===== src/design/stereo_comb_allpass_reverb_macros.svh =====
// ----------------------------------------------------------------------------
// Reverb assertion macros
// Shared concurrent assertion forms, clocked on clk and disabled in reset.
// ----------------------------------------------------------------------------
`ifndef STEREO_COMB_ALLPASS_REVERB_MACROS_SVH
`define STEREO_COMB_ALLPASS_REVERB_MACROS_SVH

// Same-cycle implication.
`define SCR_ASSERT_IMP(lbl, ante, cons) \
	lbl: assert property (@(posedge clk) disable iff (!arst_n) (ante) |-> (cons)) \
		else $error("same-cycle check failed");

// Next-cycle implication.
`define SCR_ASSERT_NEXT(lbl, ante, cons) \
	lbl: assert property (@(posedge clk) disable iff (!arst_n) (ante) |=> (cons)) \
		else $error("next-cycle check failed");

`endif


===== src/design/scar_pkg.sv =====
// ----------------------------------------------------------------------------
// scar_pkg
// Types, constants and tuning functions of the stereo comb/allpass reverb.
// ----------------------------------------------------------------------------
`default_nettype none

package scar_pkg;

	localparam int COMBS_PER_CHANNEL_DEF     = 8;
	localparam int ALLPASSES_PER_CHANNEL_DEF = 4;
	localparam int RIGHT_SPREAD_DEF          = 23;
	localparam int SAMPLE_BITS_DEF           = 32;

	localparam int DC_BIAS    = 3;
	localparam int CLEN_W     = 11;
	localparam int ALEN_W     = 10;
	localparam int CFG_IDX_W  = 3;
	localparam int CFG_DATA_W = 17;
	localparam int MUL_B_W    = 18;
	localparam int SUM_W      = 37;

	localparam logic [14:0] ROOM_RST = 15'd27525;
	localparam logic [14:0] DAMP_RST = 15'd6554;
	localparam logic [16:0] WETD_RST = 17'd98304;
	localparam logic [15:0] WETC_RST = 16'd0;
	localparam logic [15:0] GAIN_RST = 16'd256;

	typedef enum logic [CFG_IDX_W-1:0] {
		CFG_ROOM = 3'd0,
		CFG_DAMP = 3'd1,
		CFG_WETD = 3'd2,
		CFG_WETC = 3'd3,
		CFG_GAIN = 3'd4
	} cfg_idx_t;

	typedef enum logic [4:0] {
		S_CLEAR, S_IDLE, S_IN, S_INW,
		S_CRD, S_CTAP, S_CLP, S_CFS, S_CWR,
		S_ARD, S_AWR,
		S_O1, S_O2, S_O3, S_O4, S_O5, S_FIN
	} state_t;

	function automatic logic [CLEN_W-1:0] comb_len(int i, logic ch, int spread);
		int t;
		case (i % 8)
			0: t = 1116;
			1: t = 1188;
			2: t = 1277;
			3: t = 1356;
			4: t = 1422;
			5: t = 1491;
			6: t = 1557;
			default: t = 1617;
		endcase
		return CLEN_W'(t + (ch ? spread : 0));
	endfunction

	function automatic logic [ALEN_W-1:0] ap_len(int i, logic ch, int spread);
		int t;
		case (i % 4)
			0: t = 556;
			1: t = 441;
			2: t = 341;
			default: t = 225;
		endcase
		return ALEN_W'(t + (ch ? spread : 0));
	endfunction

	function automatic int comb_total(int n, int spread);
		int s;
		s = 0;
		for (int i = 0; i < n; i++) s += 2 * int'(comb_len(i, 1'b0, 0)) + spread;
		return s;
	endfunction

	function automatic int ap_total(int n, int spread);
		int s;
		s = 0;
		for (int i = 0; i < n; i++) s += 2 * int'(ap_len(i, 1'b0, 0)) + spread;
		return s;
	endfunction

endpackage

`default_nettype wire


===== src/design/scar_qmul.sv =====
// ----------------------------------------------------------------------------
// scar_qmul
// Shared Q15 multiplier: full product, floor shift right by 15, registered.
// ----------------------------------------------------------------------------
`default_nettype none

module scar_qmul #(
	parameter int SAMPLE_BITS = scar_pkg::SAMPLE_BITS_DEF
) (
	input  wire logic                                   clk,
	input  wire logic signed [SAMPLE_BITS-1:0]          a,
	input  wire logic signed [scar_pkg::MUL_B_W-1:0]    b,
	output logic      signed [SAMPLE_BITS+2:0]          p
);

	localparam int PW = SAMPLE_BITS + scar_pkg::MUL_B_W;

	logic signed [PW-1:0] full;

	assign full = PW'(a) * PW'(b);

	always_ff @(posedge clk) begin
		p <= full[PW-1:15];
	end

endmodule

`default_nettype wire


===== config.mk =====
export PLATFORM = sky130hd
export DESIGN_NAME = scar_qmul
export DESIGN_NICKNAME = d
export VERILOG_FILES = /design/src/design/stereo_comb_allpass_reverb_macros.svh /design/src/design/scar_pkg.sv /design/src/design/scar_qmul.sv
export SDC_FILE = /design/constraint.sdc
export NUM_CORES = 2
export LEC_CHECK = 0
export BUFFER_PORTS_ARGS = -buffer_cell sky130_fd_sc_hd__clkbuf_2
export CORE_ASPECT_RATIO = 2
export CORE_MARGIN = 3
export CORE_UTILIZATION = 58
export DETAILED_ROUTE_END_ITERATION = 6
export GPL_TIMING_DRIVEN = 1
export PLACE_DENSITY = 0.77
export SLEW_MARGIN = 10
export SYNTH_ARGS = -nofsm -noshare
export SYNTH_HDL_FRONTEND = slang
export SYNTH_SLANG_ARGS = --single-unit

===== constraint.sdc =====
create_clock -name clk -period 11.2 [get_ports clk]
set_input_delay 3.36 -clock clk [delete_from_list [all_inputs] [get_ports clk]]
set_output_delay 3.36 -clock clk [all_outputs]
set_load 0.1 [all_outputs]

==> After elaboration in Yosys (flattened, before gate mapping) <==
Index checks and enable logic that the tools add are counted.
W data, S select, Z words.
{ "word_totals": {"ff_bits": 35, "word_cells": 2, "output_inout_bits": 35, "in_bits": 51} }
{ "op_classes": {"multipliers": 1} }
{ "op_table": {"columns": ["operator", "n"], "rows": [
  ["$mul A32 B18 Y50", 1]
]} }

==> Longest topological paths before layout <==
{ "logic_depth": {"ltp_word": 1, "mapped_depth": 24, "ltp_nobuf": 22} }

==> Worst setup path before layout <==
Ideal clock, no wire load.
{ "synth_timing": {"kind": "in2reg", "start": "in a[18]", "end": "reg p[29]", "t_arrival_ps": 9110, "stages": 22, "path_slack_ps": 1968, "path_buffers": 3, "required_time_ps": 11078, "setup_time_ps": 122, "path_cell_list": "clkbuf_1 -> clkbuf_1 -> nand2_1 -> fa_1 -> fa_1 -> fa_1 -> inv_1 -> fa_1 -> fa_1 -> inv_1 -> fa_1 -> inv_1 -> ha_1 -> buf_6 -> a21oi_2 -> o311ai_1 -> a21o_1 -> or4_4 -> o211ai_2 -> nand3_2 -> and2_4 -> a311o_1"} }
{ "synth_between": {"elab_chain_len": 1} }
{ "synth_rtl": {"columns": ["item", "line_no", "text"], "rows": [
  ["start: declaration", "scar_qmul.sv:11", "input wire logic signed [SAMPLE_BITS-1:0] a,"],
  ["$mul A32 B18 Y50", "scar_qmul.sv:20", "assign full = PW'(a) * PW'(b);"],
  ["named net full[44]", "scar_qmul.sv:18", "logic signed [PW-1:0] full;"],
  ["end signal: assignment", "scar_qmul.sv:23", "p <= full[PW-1:15];"],
  ["end: declaration", "scar_qmul.sv:13", "output logic signed [SAMPLE_BITS+2:0] p"]
]} }
The timed path passes the listed nets, and every way through them passes these cells.

==> Worst setup path after layout <==
{ "layout_timing": {"start": "in b[17] (netlist name)", "end": "reg p[34]"} }
{ "layout_between": {"elab_chain_len": 1} }
{ "layout_rtl": {"columns": ["item", "line_no", "text"], "rows": [
  ["start: declaration", "scar_qmul.sv:12", "input wire logic signed [scar_pkg::MUL_B_W-1:0] b,"],
  ["$mul A32 B18 Y50", "scar_qmul.sv:20", null],
  ["named net full[49]", "scar_qmul.sv:18", null]
]} }
The timed path passes the listed nets, and every way through them passes these cells.

==> impl_metrics.yaml <==
timing:
  rsz0062_at_grt: "false"
  fmax_mhz: 99.21
  min_period_over_period: 0.9000
  tns_ns: 0
  finalCriticalPeriod_ns: 10.08
  setup_viol: 0
  hold_viol_final: 0
  drv_slew: 0
  slew_headroom: 0.2803
  worst_slew_pin_slew_ns: 1.080
synth:
  synth_xor_area_frac: 0.01688
  synthDistinctLibCells: 56
  yosysTopAreaCell: "fa_1"
  ys_ff_latch: 35
  synth-compound-area-share: 0.03797
  syn_area_um2: 20230
  seq_area_frac_synth: 0.03463
  yosys_warnings: 0
  synth_mux_area_frac: 0
  synth_top_family_by_area: "adder cells"
  synth_fa_ha_area_frac: 0.6179
  avgSynthCellArea_um2: 9.081
  syn_nets: 2947
  synth_edf_count: 0
  synth_common_cells: "inv_1, fa_1, nand2_1, and2_1, ha_1"
  synth_area_leaders: "fa_1, inv_1, ha_1"
  async_reset_ff_frac: 0
  synth.top_cell.area_share: 0.5462
  netlist_instances: 2228
  synthFlopType: "dfxtp_1"
  synth-simple-area-share: 0.1599
  synth.most_common_cell: "inv_1"
hold_path:
  min_from: "p[20]"
  min_path_type: "flop to primary output"
  worstHoldEndpoint: "p[20]"
  hold_depth: 1
critical_path:
  cpMaxStageDelayCell: "clkinv_1"
  critical_path.max_stage_delay_ns: 0.70
  startpoint_type: "input port"
  arrival_ns: 10.30
  path_delay_family: "adder cells"
  worstSetupPathType: "input port to flop"
  path_cells: "clkbuf_2 -> clkinv_1 -> buf_4 -> nor2_1 -> fa_1 -> fa_1 -> fa_1 -> fa_1 -> fa_1 -> inv_1 -> fa_1 -> inv_1 -> ha_1 -> nand4_1 -> nor4_2 -> a211oi_4 -> a211oi_1 -> a311oi_1 -> a311oi_1"
  required_ns: 11.42
  cp_common_cell: "fa_1"
  critPathBufInv: 5
  cp_max_fo: 18
  end_kind: "flop"
drt:
  drc: 0
  drt_iter0_drc: 731
  ant_nets: 0
  wl_per_cell_um: 22.54
  vias: 15420
  wl_um: 60060
  drt-pass1-iter-count: 6
  via_per_inst: 5.789
global_route:
  antenna_found_initial: 2
  grt_overflow: 0
  grt_max_degree: 33
  grt_pass1_wl_um: 96200
  grt_usage: 0.3398
  grt_pass1_vias: 18460
clocking:
  cts_buffers: 5
  path_clk_slew_ns: 0.06
  cts.repair.resized: 0
  hold_buffers: 0
  clkSinkCount: 35
  cts.path.max_buffers: 2
  cts_root_buffer: "clkbuf_16"
  post-cts-setup-buffers: 0
  cts_tree: "built"
  htreeDepth: 2
floorplanning:
  rows: 96
  start_util: 0.5889
  io_pins: 86
  coreArea_um2: 34350
  die_height_um: 270.1
  dieWidth_um: 138.1
  die_area_um2: 37300
finish:
  drive_gt1_frac: 0.04948
  top_regs: "p x35"
  final_util: 0.6116
  fin_cells: 2664
  antenna_cells: 0
  largest_reg_flops: 35
  multi_input_area_um2: 16850
  top_register: "p"
  syn_to_final_growth_pct: 3.847
  layout.area.seq_um2: 700.7
  fill_cells: 2994
  fin_nets: 2941
placement:
  gp_congestion: 0.9897
  dp.cells: 2656
  io_buffers: 85
  place_hpwl_um: 48400
outcome:
  status: "finished, final reports clean"
flow_run:
  drv_cap: 0
[metal layers]
metal / GRT usage / vias up / routed length (um)
li1: - / 6309 / -
met1: 0.2926 / 7828 / 15870
met2: 0.6245 / 810 / 32180
met3: 0.05174 / 470 / 3572
met4: 0.3566 / 6 / 8392
met5: 0 / - / 42
[worst max-delay path by stage]
stage	from	end	slack (ns)	cells past startpoint
detailed placement	b[17]	p[34]	0.88	19
global placement	b[17]	p[34]	0.88	19
CTS	b[17]	p[34]	1.18	19
global route	b[17]	p[34]	0.79	19
finish	b[17]	p[34]	1.12	19
floorplan	a[18]	p[29]	1.97	22
[cell usage in the layout (no fill, tap or decap), types with 6 or more instances in the layout]
master / n
and2_1: 226
fa_1: 552
xnor2_1: 30
ha_1: 116
a211oi_1: 8
nor3_1: 8
clkbuf_2: 85
nand2_1: 330
nor2b_1: 6
nor2_1: 48
nand2b_1: 12
a21oi_1: 30
xor2_1: 9
o211ai_1: 6
o21bai_1: 6
nand3_1: 10
nand4_1: 6
o21ai_0: 13
inv_1: 608
dfxtp_1: 35
a21o_1: 15
[cell type report]
class / instances / share of cell area
clock buffer: 5 / 0.005955
clock inverter: 3 / 0.002084
inverter: 609 / 0.1088
multi-input combinational: 1482 / 0.8019
sequential: 35 / 0.03335
tap: 441 / 0.02626
timing repair buffer: 89 / 0.02168
[metrics by stage]
stage               setup slack (ns)  hold slack (ns)  area [um2]
finish                         1.120            4.314       21010
global route                  0.7942            4.336       21010
CTS                            1.181            4.330       21010
detailed placement            0.8803            3.993       20840
global placement              0.8774            3.992       20840
floorplan                      1.968            3.967       20230
[kinds of logic (layout without fill, tap and decap cells)]
kind of cell | after synthesis | count (layout)
compound gates | 109 | 109
xor+xnor | 39 | 39
fa+ha+maj | 668 | 668
buf+inv | 711 | 706
flops | 35 | 35
simple gates | 666 | 666
Power is left out: the tool's default activity adds up to more than one toggle a clock period on the data nets, which glitch-free logic cannot reach.
